$ cat config.mk
export PLATFORM = sky130hd
export DESIGN_NAME = pgm_binary_header_parser_flat
export DESIGN_NICKNAME = d
export VERILOG_FILES = /design/src/design/pgm_hdr_pkg.sv /design/src/design/pgm_hdr_if.sv /design/src/design/pgm_hdr_fsm.sv /design/src/design/pgm_hdr_outreg.sv /design/src/design/pgm_binary_header_parser.sv /design/src/flat_wrapper.sv
export SDC_FILE = /design/constraint.sdc
export NUM_CORES = 1
export LEC_CHECK = 0
export BUFFER_PORTS_ARGS = -buffer_cell sky130_fd_sc_hd__buf_2
export CAP_MARGIN = 40
export CORE_MARGIN = 4
export CORE_UTILIZATION = 40
export CTS_CLUSTER_SIZE = 25
export DETAILED_ROUTE_END_ITERATION = 8
export MAX_ROUTING_LAYER = met4
export PLACE_DENSITY = 0.53
export SYNTH_ARGS = -nofsm -noshare
export SYNTH_HDL_FRONTEND = slang
export SYNTH_HIERARCHICAL = 1
export SYNTH_SLANG_ARGS = --single-unit
$ cat constraint.sdc
create_clock -name clk -period 7.5 [get_ports clk]
set_input_delay 1.5 -clock clk [delete_from_list [all_inputs] [get_ports clk]]
set_output_delay 1.5 -clock clk [all_outputs]
set_load 0.02 [all_outputs]
$ cat src/design/pgm_hdr_pkg.sv
// Shared types and constants for the binary greyscale image header parser.
// No dependencies; compiled first.
package pgm_hdr_pkg;

    localparam int BYTE_W = 8;
    localparam int DIM_W  = 16;
    localparam int ACC_W  = 17;
    localparam int PIX_W  = 32;

    localparam logic [BYTE_W-1:0] CH_LF   = 8'h0A;
    localparam logic [BYTE_W-1:0] CH_HASH = 8'h23;
    localparam logic [BYTE_W-1:0] CH_P    = 8'h50;
    localparam logic [BYTE_W-1:0] CH_5    = 8'h35;
    localparam logic [BYTE_W-1:0] CH_0    = 8'h30;
    localparam logic [BYTE_W-1:0] CH_9    = 8'h39;

    localparam logic [ACC_W-1:0] ACC_SAT  = 17'd65536;
    localparam logic [ACC_W-1:0] ACC_MAX  = 17'd65535;
    localparam logic [ACC_W-1:0] GREY_MAX = 17'd255;

    typedef enum logic [2:0] {
        ST_HEADER     = 3'd0,
        ST_PIXEL      = 3'd1,
        ST_LAST_PIXEL = 3'd2,
        ST_ERROR      = 3'd3,
        ST_TRAILING   = 3'd4
    } status_t;

    typedef enum logic [7:0] {
        PH_MAGIC   = 8'b0000_0001,
        PH_WIDTH   = 8'b0000_0010,
        PH_HEIGHT  = 8'b0000_0100,
        PH_GREY    = 8'b0000_1000,
        PH_HDRDONE = 8'b0001_0000,
        PH_PIXELS  = 8'b0010_0000,
        PH_DONE    = 8'b0100_0000,
        PH_ERROR   = 8'b1000_0000
    } phase_t;

    typedef enum logic [2:0] {
        LM_START = 3'b001,
        LM_LINE  = 3'b010,
        LM_SKIP  = 3'b100
    } line_mode_t;

    typedef struct packed {
        status_t           status;
        logic [BYTE_W-1:0] pixel;
        logic [DIM_W-1:0]  image_width;
        logic [DIM_W-1:0]  image_height;
    } result_t;

endpackage

$ cat src/design/pgm_hdr_if.sv
// Valid/ready channel interfaces for file bytes in and result words out.
// Depends on pgm_hdr_pkg.
interface pgm_byte_if;
    logic                          valid;
    logic                          ready;
    logic [pgm_hdr_pkg::BYTE_W-1:0] data_byte;
    logic                          last_byte;

    modport source (output valid, data_byte, last_byte, input ready);
    modport sink   (input valid, data_byte, last_byte, output ready);
endinterface

interface pgm_result_if;
    logic                          valid;
    logic                          ready;
    logic [2:0]                    status;
    logic [pgm_hdr_pkg::BYTE_W-1:0] pixel;
    logic [pgm_hdr_pkg::DIM_W-1:0]  image_width;
    logic [pgm_hdr_pkg::DIM_W-1:0]  image_height;

    modport source (output valid, status, pixel, image_width, image_height, input ready);
    modport sink   (input valid, status, pixel, image_width, image_height, output ready);
endinterface

$ cat src/design/pgm_hdr_fsm.sv
// Parser state registers and per-byte next-state logic; builds one result word per byte.
// Depends on pgm_hdr_pkg.
module pgm_hdr_fsm (
    input  logic                           clk,
    input  logic                           rst_n,
    input  logic                           accept,
    input  logic [pgm_hdr_pkg::BYTE_W-1:0] data_byte,
    input  logic                           last_byte,
    output pgm_hdr_pkg::result_t           result
);
    import pgm_hdr_pkg::*;

    phase_t            phase_reg, phase_next;
    line_mode_t        lm_reg, lm_next;
    logic              fs_reg, fs_next;
    logic              fil_reg, fil_next;
    logic              mp_reg, mp_next;
    logic [ACC_W-1:0]  acc_reg, acc_next;
    logic [DIM_W-1:0]  width_reg, width_next;
    logic [DIM_W-1:0]  height_reg, height_next;
    logic [PIX_W-1:0]  left_reg, left_next;
    logic [PIX_W-1:0]  prod_reg;

    logic              is_lf, is_digit, is_blank, is_hash;
    logic              skip, fin;
    logic [ACC_W-1:0]  fval;
    logic [20:0]       acc_mul;
    status_t           st;
    logic [BYTE_W-1:0] pix;

    assign is_lf    = (data_byte == CH_LF);
    assign is_hash  = (data_byte == CH_HASH);
    assign is_digit = (data_byte >= CH_0) && (data_byte <= CH_9);
    assign is_blank = data_byte inside {8'h20, 8'h09, 8'h0B, 8'h0C, 8'h0D};
    assign acc_mul  = {1'b0, acc_reg, 3'b000} + {3'b000, acc_reg, 1'b0}
                    + {17'd0, data_byte[3:0]};

    always_comb
    begin
        phase_next  = phase_reg;
        lm_next     = lm_reg;
        fs_next     = fs_reg;
        fil_next    = fil_reg;
        mp_next     = mp_reg;
        acc_next    = acc_reg;
        width_next  = width_reg;
        height_next = height_reg;
        left_next   = left_reg;
        st          = ST_HEADER;
        pix         = '0;
        skip        = 1'b0;
        fin         = 1'b0;
        fval        = acc_reg;

        case (phase_reg)
            PH_ERROR:
            begin
                st = ST_ERROR;
            end
            PH_DONE:
            begin
                st = ST_TRAILING;
            end
            PH_PIXELS:
            begin
                pix = data_byte;
                if (left_reg <= 32'd1)
                begin
                    left_next  = '0;
                    phase_next = PH_DONE;
                    st         = ST_LAST_PIXEL;
                end
                else
                begin
                    left_next = left_reg - 32'd1;
                    st        = ST_PIXEL;
                end
            end
            PH_HDRDONE:
            begin
                if (is_lf)
                begin
                    left_next  = prod_reg;
                    phase_next = (prod_reg != '0) ? PH_PIXELS : PH_DONE;
                    lm_next    = LM_START;
                end
            end
            default:
            begin
                if (lm_reg == LM_START)
                begin
                    if (is_lf)
                        skip = 1'b1;
                    else if (is_hash)
                    begin
                        lm_next = LM_SKIP;
                        skip    = 1'b1;
                    end
                    else
                    begin
                        lm_next  = LM_LINE;
                        fil_next = 1'b0;
                        mp_next  = 1'b0;
                        fs_next  = 1'b0;
                        acc_next = '0;
                    end
                end
                if (!skip && lm_reg == LM_SKIP)
                begin
                    if (is_lf)
                        lm_next = LM_START;
                    skip = 1'b1;
                end
                if (!skip)
                begin
                    if (phase_reg == PH_MAGIC)
                    begin
                        if (is_lf)
                            phase_next = PH_ERROR;
                        else if (!mp_next)
                        begin
                            if (data_byte == CH_P)
                                mp_next = 1'b1;
                            else if (!is_blank)
                                phase_next = PH_ERROR;
                        end
                        else if (data_byte == CH_5)
                        begin
                            phase_next = PH_WIDTH;
                            lm_next    = LM_SKIP;
                        end
                        else
                            phase_next = PH_ERROR;
                    end
                    else
                    begin
                        if (is_digit)
                        begin
                            if (!fs_next)
                            begin
                                acc_next = {13'd0, data_byte[3:0]};
                                fs_next  = 1'b1;
                            end
                            else if (acc_mul > {4'd0, ACC_SAT})
                                acc_next = ACC_SAT;
                            else
                                acc_next = acc_mul[ACC_W-1:0];
                        end
                        else
                            fin = fs_next;

                        // close the number in progress
                        if (fin)
                        begin
                            fval     = acc_next;
                            acc_next = '0;
                            fs_next  = 1'b0;
                            fil_next = 1'b1;
                            if (fval > ACC_MAX)
                                phase_next = PH_ERROR;
                            else if (phase_reg == PH_WIDTH)
                            begin
                                width_next = fval[DIM_W-1:0];
                                phase_next = PH_HEIGHT;
                            end
                            else if (phase_reg == PH_HEIGHT)
                            begin
                                height_next = fval[DIM_W-1:0];
                                phase_next  = PH_GREY;
                            end
                            else if (fval != GREY_MAX)
                                phase_next = PH_ERROR;
                            else
                            begin
                                phase_next = PH_HDRDONE;
                                lm_next    = LM_SKIP;
                            end
                        end

                        if (is_lf)
                        begin
                            if (phase_next == PH_HDRDONE)
                            begin
                                left_next  = prod_reg;
                                phase_next = (prod_reg != '0) ? PH_PIXELS : PH_DONE;
                                lm_next    = LM_START;
                            end
                            else if (phase_next != PH_ERROR)
                            begin
                                if (!fil_next)
                                    phase_next = PH_ERROR;
                                else
                                begin
                                    lm_next = LM_START;
                                    fs_next = 1'b0;
                                end
                            end
                        end
                        else if (!is_digit && !is_blank)
                        begin
                            if (fin)
                            begin
                                if (phase_next != PH_ERROR)
                                    lm_next = LM_SKIP;
                            end
                            else if (!fil_next)
                                phase_next = PH_ERROR;
                            else
                                lm_next = LM_SKIP;
                        end
                    end
                end
            end
        endcase

        if (phase_next != PH_ERROR && phase_next != PH_DONE && last_byte)
            phase_next = PH_ERROR;
        if (phase_next == PH_ERROR)
        begin
            st  = ST_ERROR;
            pix = '0;
        end
    end

    assign result.status       = st;
    assign result.pixel        = pix;
    assign result.image_width  = width_next;
    assign result.image_height = height_next;

    always_ff @(posedge clk or negedge rst_n)
    begin
        if (!rst_n)
        begin
            phase_reg  <= PH_MAGIC;
            lm_reg     <= LM_START;
            fs_reg     <= 1'b0;
            fil_reg    <= 1'b0;
            mp_reg     <= 1'b0;
            acc_reg    <= '0;
            width_reg  <= '0;
            height_reg <= '0;
            left_reg   <= '0;
        end
        else if (accept)
        begin
            phase_reg  <= phase_next;
            lm_reg     <= lm_next;
            fs_reg     <= fs_next;
            fil_reg    <= fil_next;
            mp_reg     <= mp_next;
            acc_reg    <= acc_next;
            width_reg  <= width_next;
            height_reg <= height_next;
            left_reg   <= left_next;
        end
    end

    // height is fixed at least two words before the header newline
    always_ff @(posedge clk)
    begin
        prod_reg <= PIX_W'(width_reg) * PIX_W'(height_reg);
    end

    a_left_nonzero: assert property (@(posedge clk) disable iff (!rst_n)
        phase_reg == PH_PIXELS |-> left_reg != '0)
        else $error("pixel count empty while streaming pixels");

    a_error_sticky: assert property (@(posedge clk) disable iff (!rst_n)
        phase_reg == PH_ERROR |=> phase_reg == PH_ERROR)
        else $error("error phase left");

    a_last_ends: assert property (@(posedge clk) disable iff (!rst_n)
        accept && last_byte |=> phase_reg == PH_ERROR || phase_reg == PH_DONE)
        else $error("final byte did not end the stream");

    a_dims_frozen: assert property (@(posedge clk) disable iff (!rst_n)
        accept && phase_reg == PH_PIXELS |=> $stable(width_reg) && $stable(height_reg))
        else $error("dimensions changed during pixels");

endmodule

$ cat src/design/pgm_hdr_outreg.sv
// Output register stage: holds one result word until the sink takes it.
// Depends on pgm_hdr_pkg and pgm_result_if.
module pgm_hdr_outreg (
    input  logic                 clk,
    input  logic                 rst_n,
    input  logic                 load,
    input  pgm_hdr_pkg::result_t result,
    output logic                 can_take,
    pgm_result_if.source         results
);
    import pgm_hdr_pkg::*;

    logic    valid_reg;
    result_t data_reg;

    assign can_take = !valid_reg || results.ready;

    always_ff @(posedge clk or negedge rst_n)
    begin
        if (!rst_n)
            valid_reg <= 1'b0;
        else if (load)
            valid_reg <= 1'b1;
        else if (results.ready)
            valid_reg <= 1'b0;
    end

    always_ff @(posedge clk)
    begin
        if (load)
            data_reg <= result;
    end

    assign results.valid        = valid_reg;
    assign results.status       = data_reg.status;
    assign results.pixel        = data_reg.pixel;
    assign results.image_width  = data_reg.image_width;
    assign results.image_height = data_reg.image_height;

endmodule

$ cat src/design/pgm_binary_header_parser.sv
// Binary greyscale image header parser, top level.
// Each result word is registered and valid in the cycle after its byte is accepted.
// Throughput: one byte per cycle unless a word is held; a word loads as the old one leaves.
// Reset (rst_n, async, low): parser back to awaiting the magic line, output empty.
// Depends on pgm_hdr_pkg, pgm_hdr_if, pgm_hdr_fsm, pgm_hdr_outreg.
module pgm_binary_header_parser (
    input  logic         clk,
    input  logic         rst_n,
    pgm_byte_if.sink     bytes,
    pgm_result_if.source results
);
    import pgm_hdr_pkg::*;

    logic    can_take;
    logic    accept;
    result_t result;

    assign bytes.ready = can_take;
    assign accept      = bytes.valid && can_take;

    pgm_hdr_fsm u_fsm (
        .clk       (clk),
        .rst_n     (rst_n),
        .accept    (accept),
        .data_byte (bytes.data_byte),
        .last_byte (bytes.last_byte),
        .result    (result)
    );

    pgm_hdr_outreg u_outreg (
        .clk      (clk),
        .rst_n    (rst_n),
        .load     (accept),
        .result   (result),
        .can_take (can_take),
        .results  (results)
    );

endmodule

$ cat src/flat_wrapper.sv
// flat-port wrapper written by rule: the top's interface ports become plain ports
module pgm_binary_header_parser_flat import pgm_hdr_pkg::*;
  (clk, rst_n, bytes_valid, bytes_data_byte, bytes_last_byte, bytes_ready, results_valid, results_status, results_pixel, results_image_width, results_image_height, results_ready);
  pgm_byte_if bytes_i ();
  pgm_result_if results_i ();
  input  logic clk;
  input  logic rst_n;
  input wire logic [$bits(bytes_i.valid)-1:0] bytes_valid;
  input wire logic [$bits(bytes_i.data_byte)-1:0] bytes_data_byte;
  input wire logic [$bits(bytes_i.last_byte)-1:0] bytes_last_byte;
  output wire logic [$bits(bytes_i.ready)-1:0] bytes_ready;
  output wire logic [$bits(results_i.valid)-1:0] results_valid;
  output wire logic [$bits(results_i.status)-1:0] results_status;
  output wire logic [$bits(results_i.pixel)-1:0] results_pixel;
  output wire logic [$bits(results_i.image_width)-1:0] results_image_width;
  output wire logic [$bits(results_i.image_height)-1:0] results_image_height;
  input wire logic [$bits(results_i.ready)-1:0] results_ready;
  assign bytes_i.valid = bytes_valid;
  assign bytes_i.data_byte = bytes_data_byte;
  assign bytes_i.last_byte = bytes_last_byte;
  assign bytes_ready = bytes_i.ready;
  assign results_valid = results_i.valid;
  assign results_status = results_i.status;
  assign results_pixel = results_i.pixel;
  assign results_image_width = results_i.image_width;
  assign results_image_height = results_i.image_height;
  assign results_i.ready = results_ready;
  pgm_binary_header_parser u_core (.clk(clk), .rst_n(rst_n), .bytes(bytes_i), .results(results_i));
endmodule
==> results_dict.tcl <==
set metrics [dict create \
    gp_congestion 0.911 \
    vias 14000 \
    fillers 4430 \
    endpoint "u_core/u_fsm/prod_reg[31]$_DFF_P_" \
    groute.layer.met1.usage_pct 30.8 \
    initial_core_util_pct 40.3 \
    netlist_instances 1954 \
    totalNegativeSetupSlack_ns 0 \
    use_met3_pct 2.88 \
    status "completed" \
    first_pass_iters 5 \
    pwr-share-clk_pct 37.8 \
    die_area_sq_mm 0.0479 \
    grt_busiest_layer "met2" \
    vdd_ir_drop_max_v 0.000207 \
    htreeDepth 4 \
    crit_cells 26 \
    synth_flop_cell "dfrtp_1" \
    ctsRootBufferMaster "clkbuf_16" \
    setup.worst_path.start "u_core/u_fsm/width_reg[6]$_DFFE_PN0P_" \
    clock_latency_ns 0.46 \
    grt_pass1_wl_um 81200 \
    slew_viol_final 0 \
    io_pins 58 \
    netlist_area_sq_mm 0.0178 \
    crit_top_cell "fa_1" \
    clkTransAtPathRegs_ns 0.07 \
    swShare_pct 32.7 \
    max_freq_mhz 143 \
    grt_usage_pct 22.1 \
    worst_pin_slew_ns 0.961 \
    grt_max_degree 65 \
    core_area_sq_mm 0.0441 \
    post_cts_buffers 0 \
    worst_slack_ns 0.499 \
    drtAntennaViolNets 0 \
    register_area_sq_mm 0.00435 \
    drive_gt1_share_pct 11.6 \
    placed_area_sq_mm 0.0188 \
    powerDensity_mw_per_mm2 124 \
    ys_ff_latch 171 \
    maxCapViolations 0 \
    rsz0062_at_grt "no" \
    post-route-period-util_pct 93.3 \
    critPathLaunchType "register" \
    tritoncts "built" \
    r2r-end "u_core/u_fsm/prod_reg[31]$_DFF_P_" \
    synth.distinct_cells 89 \
    drc 0 \
    setup_viol 0 \
    slew_headroom_pct 35.9 \
    numCtsBuffers 17 \
    grt_util_met2_pct 35.1 \
    synthArstFlopShare_pct 56.1 \
    overflow 0 \
    utilization_pct 44.1 \
    die_w_um 219 \
    worstSetupEndpointType "register" \
    synth_warnings 6 \
    ys_seq_area_share_pct 24.4 \
    period_needed_ns 7.00 \
    post-place-ws_ns 0.311 \
    reg2reg_depth 26 \
    finalPower_mw 2.41 \
    hold_depth 2 \
    clock-sinks 171 \
    multiInputGateArea_sq_mm 0.0122 \
    synth-edff-count 43 \
    dp_cells 2551 \
    power.leakage_nw 8.97 \
    final_area_sq_mm 0.0195 \
    cp.buffers_inverters 4 \
    required_ns 7.88 \
    antenna_found_initial 0 \
    cp_top_family "adder cells" \
    final_cell_mix "252 x inv_1, 243 x nand2_1, 196 x fa_1" \
    power_frac_seq_pct 42.9 \
    whs_ns 0.505 \
    port_buffers 57 \
    r2r_start "u_core/u_fsm/width_reg[6]$_DFFE_PN0P_" \
    crit_slowest_cell "dfrtp_4" \
    p_int_mw 1.62 \
    hold_path_class "reg -> reg" \
    rows 77 \
    drt-initial-drc-count 1053 \
    reg2reg_slack_ns 0.50 \
    max_stage_delay_ns 0.59 \
    n_antenna_cell 0 \
    crit_arrival_ns 7.38 \
    final_common_cell "inv_1" \
    wl_per_cell_um 19.1 \
    syn_nets 2302 \
    combinationalPowerShare_pct 19.4 \
    vias_per_cell 5.42 \
    die_y_um 219 \
    syn_to_final_growth_pct 9.30 \
    hold_viol 0 \
    dp_hpwl_um 38700 \
    grt_pass1_vias 14600 \
    worstSetupPathType "reg -> reg" \
    nets 2326 \
    fin_cells 2583 \
    clockBufferDepth 2 \
    finalClockSkew_ns 0.0184 \
    drt_wl_total_um 49300 \
    synth_area_per_cell_sq_um 9.11 \
    worstPathMaxFanout 18 \
    p_switching_uw 788 \
]
power groups by stage:
stage | clock network, mW | registers (mW) | logic, mW
after floorplan | 0 | 1.05 | 0.311
after global placement | 0 | 1.05 | 0.456
after detailed placement | 0 | 1.05 | 0.459
after CTS | 0.936 | 1.03 | 0.461
after global routing | 0.980 | 1.04 | 0.518
final | 0.910 | 1.03 | 0.467
Yosys cell counts (27+ instances only):
master	number	area [sq um]
nand2_1	243	912
nor3_1	43	215
dfxtp_1	32	641
xnor2_1	32	280
edfxtp_1	43	1290
fa_1	196	3920
ha_1	139	1740
mux2_2	49	552
o21ai_1	28	140
o21ai_0	80	400
a21oi_1	102	510
inv_1	252	946
nor2_1	111	417
dfrtp_1	94	2350
nor4_1	27	169
and2_1	99	619
clkbuf_1	86	323
layout make-up:
cell class / count / area share [%]
repair buffers: 103 / 3.43
flip-flops and latches: 171 / 22.3
well taps: 592 / 3.81
clock inverters: 14 / 0.791
inverters: 252 / 4.86
clock buffers: 18 / 2.26
multi-input cells: 1433 / 62.5
worst min-delay path: stages, from the launching register on:
cell and delay [ns]:
dfrtp_1 0.34, o21ai_0 0.07, o21ai_0 0.06
worst min path at each step:
stage,startpoint,end,slack (ns)
final,u_core/u_fsm/left_reg[22]$_DFFE_PN0P_,u_core/u_fsm/left_reg[22]$_DFFE_PN0P_,0.51
after global routing,u_core/u_fsm/left_reg[11]$_DFFE_PN0P_,u_core/u_fsm/left_reg[11]$_DFFE_PN0P_,0.55
after CTS,u_core/u_fsm/left_reg[18]$_DFFE_PN0P_,u_core/u_fsm/left_reg[18]$_DFFE_PN0P_,0.52
after detailed placement,u_core/u_fsm/left_reg[18]$_DFFE_PN0P_,u_core/u_fsm/left_reg[18]$_DFFE_PN0P_,0.50
after global placement,u_core/u_fsm/left_reg[22]$_DFFE_PN0P_,u_core/u_fsm/left_reg[22]$_DFFE_PN0P_,0.49
after floorplan,u_core/u_fsm/left_reg[22]$_DFFE_PN0P_,u_core/u_fsm/left_reg[22]$_DFFE_PN0P_,0.46
timing repair:
item | 4_1_cts | 5_1_grt
gates resized for setup | 0 | 9
endpoints found under the setup margin | 0 | 2
hold buffers | 0 | 0
logic make-up (layout without fill, tap and decap cells):
| kind of cell | Yosys count | after routing | synth area share, % |
|---|---|---|---|
| simple gates | 640 | 640 | 17.6 |
| compound gates | 361 | 361 | 13.2 |
| buf+inv | 350 | 387 | 7.47 |
| fa+ha+maj | 335 | 335 | 31.8 |
| flops | 171 | 171 | 24.4 |
| mux | 51 | 51 | 3.24 |
| xor+xnor | 46 | 46 | 2.26 |
per-layer routing:
layer / vias to the layer above / share of wire [%]
met5: - / 0
met4: 0 / 1.3
met3: 38 / 4.2
met2: 324 / 47
met1: 7066 / 48
li1: 6580 / -
(Power assumes the default switching activity.)
